$ cat config.mk
export PLATFORM = sky130hd
export DESIGN_NAME = dmt_cell
export DESIGN_NICKNAME = d
export VERILOG_FILES = /design/src/design/dmt_pkg.sv /design/src/design/dmt_cell.sv
export SDC_FILE = /design/constraint.sdc
export NUM_CORES = 1
export LEC_CHECK = 0
export ABC_CLOCK_PERIOD_IN_PS = 8000
export BUFFER_PORTS_ARGS = -buffer_cell sky130_fd_sc_hd__buf_2
export CAP_MARGIN = 25
export CORE_MARGIN = 3
export CORE_UTILIZATION = 50
export CTS_BUF_LIST = sky130_fd_sc_hd__clkbuf_2
export DETAILED_ROUTE_END_ITERATION = 8
export GPL_TIMING_DRIVEN = 0
export PLACE_DENSITY = 0.76
export SYNTH_ARGS = -nofsm -noshare
export SYNTH_HDL_FRONTEND = slang
export SYNTH_SLANG_ARGS = --single-unit
$ cat constraint.sdc
create_clock -name clk -period 8 [get_ports clk]
set_clock_uncertainty 0.2 [all_clocks]
set_input_delay 1.2 -clock clk [delete_from_list [all_inputs] [get_ports clk]]
set_output_delay 1.2 -clock clk [all_outputs]
set_load 0.05 [all_outputs]
$ cat src/design/dmt_pkg.sv
// ----------------------------------------------------------------------------
// dmt_pkg
// Shared field widths, result codes and the scan token of the diagonal
// match table.
// ----------------------------------------------------------------------------
package dmt_pkg;

    localparam int IN_POS_W  = 31;
    localparam int ENTRIES_W = 5;
    localparam int DIST_W    = 21;
    localparam int STATUS_W  = 3;
    localparam int SLOT_W    = 4;
    localparam int COUNT_W   = 16;
    localparam int CFG_IDX_W = 2;
    localparam int POS_BIAS  = 24;

    localparam logic [COUNT_W-1:0] HIT_MAX = 16'hFFFF;

    localparam logic [STATUS_W-1:0] ST_REJECTED  = 3'd0;
    localparam logic [STATUS_W-1:0] ST_ADDED_FULL = 3'd1;
    localparam logic [STATUS_W-1:0] ST_ADDED_ROOM = 3'd2;
    localparam logic [STATUS_W-1:0] ST_EXTENDED  = 3'd3;
    localparam logic [STATUS_W-1:0] ST_CLEARED   = 3'd4;

    localparam logic [CFG_IDX_W-1:0] CFG_ENTRIES_USED   = 2'd0;
    localparam logic [CFG_IDX_W-1:0] CFG_MATCH_DISTANCE = 2'd1;

    localparam logic [ENTRIES_W-1:0] ENTRIES_RESET = 5'd8;
    localparam logic [DIST_W-1:0]    DIST_RESET    = 21'd1024;

    // Scan state carried from cell to cell. room_cnt saturates at two.
    typedef struct packed {
        logic       valid;
        logic       extended;
        logic       have_pick;
        logic       have_next;
        logic       pick_live;
        logic [1:0] room_cnt;
    } dmt_token_t;

endpackage

$ cat src/design/dmt_cell.sv
// ----------------------------------------------------------------------------
// dmt_cell
// One table entry. Updates the passing scan token with this entry's verdict
// and extends its own run on a diagonal hit.
// ----------------------------------------------------------------------------
module dmt_cell #(
    parameter int POS_W    = 32,
    parameter int IDX_W    = 4,
    parameter int CELL_IDX = 0
) (
    input  logic                         clk,
    input  logic                         rst_n,
    input  logic                         active,
    input  logic                         clear,
    input  logic                         fill,
    input  logic [POS_W-1:0]             o,
    input  logic [POS_W-1:0]             n,
    input  logic [dmt_pkg::IN_POS_W-1:0] base,
    input  logic [dmt_pkg::DIST_W-1:0]   match_dist,
    input  dmt_pkg::dmt_token_t          tok_in,
    input  logic [IDX_W-1:0]             pick_in,
    input  logic [POS_W-1:0]             pick_new_in,
    output dmt_pkg::dmt_token_t          tok_out,
    output logic [IDX_W-1:0]             pick_out,
    output logic [POS_W-1:0]             pick_new_out
);
    import dmt_pkg::*;

    localparam int CMP_W = ((POS_W > IN_POS_W) ? POS_W : IN_POS_W) + 2;
    localparam logic [IDX_W-1:0] CELL_ID = IDX_W'(CELL_IDX);

    logic [COUNT_W-1:0] count_reg;
    logic [POS_W-1:0]   last_orig_reg;
    logic [POS_W-1:0]   last_new_reg;
    logic [POS_W-1:0]   run_begin_reg;

    dmt_token_t         tok_reg, tok_next;
    logic [IDX_W-1:0]   pick_reg, pick_next;
    logic [POS_W-1:0]   pnew_reg, pnew_next;

    logic signed [CMP_W-1:0] so, sn, slo, sln, srb, spn, sbase, sdist;
    logic signed [CMP_W-1:0] new_last;
    logic live, diag_eq, in_window, stale, older, n_beyond, ext_here, post_stale, room_add;

    always_comb
    begin
        so    = {{(CMP_W-POS_W){o[POS_W-1]}}, o};
        sn    = {{(CMP_W-POS_W){n[POS_W-1]}}, n};
        slo   = {{(CMP_W-POS_W){last_orig_reg[POS_W-1]}}, last_orig_reg};
        sln   = {{(CMP_W-POS_W){last_new_reg[POS_W-1]}}, last_new_reg};
        srb   = {{(CMP_W-POS_W){run_begin_reg[POS_W-1]}}, run_begin_reg};
        spn   = {{(CMP_W-POS_W){pick_new_in[POS_W-1]}}, pick_new_in};
        sbase = {{(CMP_W-IN_POS_W){1'b0}}, base};
        sdist = {{(CMP_W-DIST_W){1'b0}}, match_dist};

        live      = (count_reg != '0);
        diag_eq   = ((so - slo) == (sn - sln));
        in_window = (sn <= sln + sdist) && (sn + sdist >= srb);
        stale     = (sln < sbase);
        older     = (sln < spn);
        n_beyond  = (sn > sln);
        new_last  = n_beyond ? sn : sln;
        post_stale = (new_last < sbase);
        ext_here  = active && tok_in.valid && !tok_in.extended && live
                    && diag_eq && in_window;
    end

    always_comb
    begin
        tok_next  = tok_in;
        pick_next = pick_in;
        pnew_next = pick_new_in;
        room_add  = 1'b0;
        if (active && tok_in.valid)
        begin
            if (!tok_in.extended)
            begin
                if (!live)
                begin
                    // An empty entry displaces any stale choice.
                    if (!tok_in.have_pick || tok_in.pick_live)
                    begin
                        tok_next.have_next = tok_in.have_pick;
                        tok_next.have_pick = 1'b1;
                        tok_next.pick_live = 1'b0;
                        pick_next          = CELL_ID;
                    end
                    else
                    begin
                        tok_next.have_next = 1'b1;
                    end
                end
                else if (ext_here)
                begin
                    tok_next.extended = 1'b1;
                    pick_next         = CELL_ID;
                end
                else if (stale)
                begin
                    if (!tok_in.have_pick || (tok_in.pick_live && older))
                    begin
                        tok_next.have_next = tok_in.have_pick;
                        tok_next.have_pick = 1'b1;
                        tok_next.pick_live = 1'b1;
                        pick_next          = CELL_ID;
                        pnew_next          = last_new_reg;
                    end
                    else
                    begin
                        tok_next.have_next = 1'b1;
                    end
                end
            end
            // The extended entry counts with its updated position.
            room_add = ext_here ? post_stale : (!live || stale);
            if (room_add && (tok_in.room_cnt != 2'd2))
            begin
                tok_next.room_cnt = tok_in.room_cnt + 2'd1;
            end
        end
    end

    always_ff @(posedge clk or negedge rst_n)
    begin
        if (!rst_n)
        begin
            count_reg <= '0;
            tok_reg   <= '0;
        end
        else
        begin
            tok_reg <= tok_next;
            if (clear)
            begin
                count_reg <= '0;
            end
            else if (fill)
            begin
                count_reg <= COUNT_W'(1);
            end
            else if (ext_here && (count_reg != HIT_MAX))
            begin
                count_reg <= count_reg + COUNT_W'(1);
            end
        end
    end

    always_ff @(posedge clk)
    begin
        pick_reg <= pick_next;
        pnew_reg <= pnew_next;
        if (fill)
        begin
            last_orig_reg <= o;
            last_new_reg  <= n;
            run_begin_reg <= n;
        end
        else if (ext_here)
        begin
            if (n_beyond)
            begin
                last_new_reg  <= n;
                last_orig_reg <= o;
            end
            else if (sn < srb)
            begin
                run_begin_reg <= n;
            end
        end
    end

    assign tok_out      = tok_reg;
    assign pick_out     = pick_reg;
    assign pick_new_out = pnew_reg;

endmodule

# Word level (Yosys, flattened, before mapping)

Cells that the tools add are included.

Word-level logic and storage cells: 93
Register bits after elaboration: 155
Output and inout port bits: 43
Bits of input ports: 164

Multiplexer cells: 42
Reductions and logical operators: 22
Equal/unequal tests: 4
Magnitude comparators: 7
Add/sub/neg operators: 6

Operators by type and width:

| cell                  | number |
|---|---|
| $mux 32               | 16 |
| $lt 32x32->1          | 3 |
| $add 32x22->33        | 2 |
| $sub 32x32->33        | 2 |
| $mux 16               | 3 |
| $lt 34x32->1          | 1 |
| $mux 34               | 1 |
| $eq 33x33->1          | 1 |
| $ge 33x32->1          | 1 |
| $le 32x33->1          | 1 |
| $gt 32x32->1          | 1 |
| $mux 4                | 8 |
| $add 16x1->16 const B | 1 |
| $ne 16x16->1 const B  | 1 |
| $reduce_bool 16->1    | 1 |
| $logic_and 1x1->1     | 9 |
| $mux 1                | 9 |
| $mux 3                | 3 |
| $mux 6                | 1 |
| $reduce_bool 2->1     | 3 |
| $ne 2x2->1 const B    | 2 |
| $logic_not 1->1       | 3 |
| $logic_or 1x1->1      | 3 |
| $reduce_and 3->1      | 1 |
| other kinds (4)       | 4 |

# Longest topological paths before layout

Depth after elaboration: 9
Mapped depth: 31
Depth with buffers taken out: 30

# Least setup slack after synthesis

Ideal clock, no wire load.

Kind: input-to-reg
From: input match_dist[0] in the netlist's numbering
To: register last_new_reg[0] (enable)
Slack: -0.543 ns
Arrival: 7.922 ns
Stages: 29
Buffers on the path: 1
Setup time: 0.420 ns
Data required time: 7.380 ns
Cell sequence: ha_1 > fa_1 > a21o_1 > a21oi_1 > nor2b_1 > o21a_1 > o22ai_1 > o2111a_1 > o31ai_1 > o41ai_1 > o21ai_0 > o21a_1 > o21ai_1 > nor3_1 > xnor2_1 > ha_1 > nand4_1 > nor3_1 > a221oi_1 > o21ai_0 > a21o_1 > a2111oi_0 > and4_1 > nand4_1 > nor4_2 > nand4_1 > nor2_1 > buf_4 > a21o_1

Cells in the longest elaborated chain, start to end: 6
Elaborated cells between the ends (all ways): 8
Those cells by class: add/sub: 2; order compare: 2; reduce/logical: 4

RTL lines:

| element                                      | line            | text |
|---|---|---|
| start: declaration                           | dmt_cell.sv:19  | `input logic [dmt_pkg::DIST_W-1:0] match_dist,` |
| $add 32x22->33                               | dmt_cell.sv:58  | `in_window = (sn <= sln + sdist) && (sn + sdist >= srb);` |
| $le 32x33->1 or $ge 33x32->1 (tied branches) | dmt_cell.sv:58  |  |
| $logic_and 1x1->1 *                          | dmt_cell.sv:58  |  |
| $logic_and 1x1->1 *                          | dmt_cell.sv:65  | `&& diag_eq && in_window;` |
| $reduce_bool 2->1 (no line) *                | n/a             |  |
| $reduce_and 2->1 (no line) *                 | n/a             |  |
| end signal: assignment                       | dmt_cell.sv:155 | `last_new_reg <= n;` |
| end signal: assignment                       | dmt_cell.sv:162 | `last_new_reg <= n;` |
| end: declaration                             | dmt_cell.sv:34  | `logic [POS_W-1:0] last_new_reg;` |

Every way passes the cells marked *; elsewhere a longest branch is shown, timed or not.
A chain may end at the register's enable or synchronous reset.

# Final worst setup path

From: input match_dist[0] in the netlist's numbering
To: register last_orig_reg[2] (enable)

Cells in the longest elaborated chain, start to end: 6
Elaborated cells between the ends (all ways): 8
Those cells by class: add/sub: 2; order compare: 2; reduce/logical: 4

RTL lines:

| element                                      | line            | text |
|---|---|---|
| $add 32x22->33                               | dmt_cell.sv:58  |  |
| $le 32x33->1 or $ge 33x32->1 (tied branches) | dmt_cell.sv:58  |  |
| $logic_and 1x1->1 *                          | dmt_cell.sv:58  |  |
| $logic_and 1x1->1 *                          | dmt_cell.sv:65  |  |
| $reduce_bool 2->1 (no line) *                | n/a             |  |
| $reduce_and 2->1 (no line) *                 | n/a             |  |
| end signal: assignment                       | dmt_cell.sv:154 | `last_orig_reg <= o;` |
| end signal: assignment                       | dmt_cell.sv:163 | `last_orig_reg <= o;` |
| end: declaration                             | dmt_cell.sv:33  | `logic [POS_W-1:0] last_orig_reg;` |

Marked as above.

==> results.json <==
{
  "status": "finished clean",
  "dpl_cell_area_um2": 18000,
  "routed_via_density": 5.91,
  "period_share_pct": 96.7,
  "die_x_um": 187,
  "yosysMostFrequentCell": "ha_1",
  "yosys.area.top_type": "ha_1",
  "p_per_area_nw_per_um2": 150,
  "cp-startpoint": "match_dist[0]",
  "finalWeightedCongestion": 0.966,
  "worstPathMaxFanout": 35,
  "clk_latency_ns": 0.87,
  "reg2reg_from": "last_new_reg[0]",
  "grt_max_degree": 36,
  "drv_cap": 0,
  "grt_setup_unrepaired": "false",
  "syn_inst": 1865,
  "drc_errors": 0,
  "synth-edff-count": 96,
  "synth.distinct_cells": 92,
  "cp_slowest_stage_delay_ns": 0.41,
  "r2r.worst_path.cells": 29,
  "endpoint": "last_orig_reg[2]",
  "synth.yosys.warnings": 0,
  "grt_pass1_wl_um": 75000,
  "reg2reg_to": "last_orig_reg[2]",
  "antenna_found_initial": 3,
  "path_clk_slew_ns": 0.30,
  "wl_um": 47900,
  "synth_fp_nets": 2331,
  "maxSlewHeadroom_pct": 19.8,
  "fmax_mhz": 129,
  "ys_async_sr_fraction_pct": 14.8,
  "required_ns": 8.33,
  "crit_type": "input pin to flop",
  "worst_pin_slew_ns": 1.19,
  "hold_path.class": "input pin to asynchronous set/reset pin",
  "fin_crit_ns": 7.73,
  "port_buffers": 205,
  "synth_seq_area_share_pct": 25.5,
  "drive_gt1_share_pct": 15.0,
  "ioPinCount": 207,
  "grt.total_usage_pct": 26.6,
  "final_cell_area_um2": 18500,
  "synth.top_cells.by_area": "ha_1, edfxtp_1, inv_1, xnor2_1, dfxtp_1",
  "core_region_area_um2": 31900,
  "hold_viol_final": 0,
  "syn_area_um2": 16400,
  "ir_drop_v": 0.0000847,
  "vias": 15083,
  "cts.sinks": 155,
  "wl_per_cell_um": 18.8,
  "max-clock-path-buffers": 2,
  "dpl.hpwl_um": 39600,
  "num_rows": 65,
  "cpMaxStageDelayCell": "fa_1",
  "tritoncts": "yes",
  "crit_top_cell": "nand4_1",
  "nets": 2569,
  "slew_violations": 0,
  "p_leak_nw": 9.17,
  "drtIter0Drc": 1056,
  "cts-htree-levels": 4,
  "r2r_slack_ns": 0.31,
  "avgSynthCellArea_um2": 8.78,
  "finalPower_mw": 2.77,
  "synthFlopType": "edfxtp_1",
  "startpoint_type": "input pin",
  "design.die.area_um2": 34900,
  "synth_top_area_share_pct": 22.8,
  "first_pass_iters": 5,
  "numCtsBuffers": 17,
  "start_util_pct": 51.3,
  "grt-ovfl-total": 0,
  "cts-root-buf": "clkbuf_2",
  "nFillCells": 2938,
  "die_h_um": 187,
  "setup_viol": 0,
  "cp-end-kind": "flop",
  "synth_seq_cells": 155,
  "synth_common_cells": "ha_1, inv_1, nand2_1",
  "worstPathArrival_ns": 8.07,
  "synthToLayoutAreaGrowth_pct": 12.8,
  "cts_hold_buf": 0,
  "grt_pass1_vias": 14585,
  "ant_nets": 0
}
[power breakdown]
group          switching (mW)  internal (mW)  total [mW]
registers              0.0326          0.909       0.941
logic                   0.815          0.567        1.38
clock network           0.352         0.0997       0.452
[metal layers]
metal  up-vias  routed length, um  share of wire, %  GRT usage, %
met5         -                  0                 0             0
met4         0               1710               3.6          10.6
met3        91               2720               5.7          3.50
met2       519              22600                47          45.3
met1      7149              20900                44          34.5
li1       7324                  -                 -             -
[worst min path at each step]
stage / to / slack [ns]
finish: count_reg[6] / 0.07
global route: count_reg[8] / 0.01
CTS: count_reg[6] / 0.006
detailed placement: count_reg[13] / 0.35
global placement: count_reg[1] / 0.34
floorplan: count_reg[1] / 0.32
[critical path: cells and delay by family]
family / cells / cell delay [ns]
buffers and inverters: 3 / 0.56
AO/OA/AOI/OAI: 13 / 2.88
adder cells (fa/ha/maj): 3 / 0.94
AND/OR/NAND/NOR: 10 / 2.27
XOR/XNOR: 1 / 0.15
[cell families (layout without fill, tap and decap cells)]
family,after synthesis,after routing,share of synthesized area [%]
adders and majority gates,302,302,23.3
buffers and inverters,220,470,5.23
and+or+nand+nor,525,525,16.6
muxes,39,39,2.42
AOI/OAI and AO/OA,493,494,19.4
other,0,3,0
DFF,155,155,25.5
xor gates and xnor gates,131,131,7.48
[placed cells by master (no fill, tap or decap), types with 17 or more instances in the layout]
cell,synthesis,final
a21o_1,84,82
a21oi_1,134,132
a31oi_1,19,17
and3_1,20,20
buf_2,3,208
clkbuf_1,17,17
clkbuf_2,0,18
dfrtp_1,23,23
dfxtp_1,36,36
edfxtp_1,96,96
ha_1,298,298
inv_1,195,194
mux2i_1,35,31
nand2_1,140,140
nand2b_1,27,27
nand3_1,52,52
nand4_1,37,37
nor2_1,85,84
nor2b_1,29,29
nor3_1,38,38
o21a_1,21,21
o21ai_0,105,105
or3_1,17,17
xnor2_1,83,83
xor2_1,42,42
[metrics by stage]
stage               setup slack (ns)  hold WS [ns]  util [%]  TNS [ns]  instances
finish                         0.268        0.0677      57.9         0       2554
global placement               -2.30         0.337      56.3   -266.57       2505
detailed placement             -2.16         0.351      56.4   -248.05       2508
global route                 0.00909        0.0111      57.9         0       2554
floorplan                     0.0106         0.316         -         0       1865
CTS                           0.0169       0.00580      57.6         0       2547
[cell type report]
| class | instances | area (um2) | area share [%] |
|---|---|---|---|
| antenna | 3 | 7.51 | 0.0407 |
| buffer | 25 | 124 | 0.671 |
| clock buffer | 18 | 90.1 | 0.488 |
| clock inverter | 14 | 131 | 0.712 |
| inverter | 195 | 732 | 3.97 |
| multi-input combinational | 1491 | 11500 | 62.2 |
| sequential | 155 | 4180 | 22.6 |
| tap | 435 | 544 | 2.95 |
| timing repair buffer | 218 | 1160 | 6.28 |
[what timing repair did]
item                       4_1_cts  5_1_grt
cloned                           1        0
hold endpoints to repair         0        0
setup endpoints to repair      148      147
gates resized for setup         20       10
setup buffers                    6        4
pin swaps                        3        4
Power figures use the tool's default switching activity.
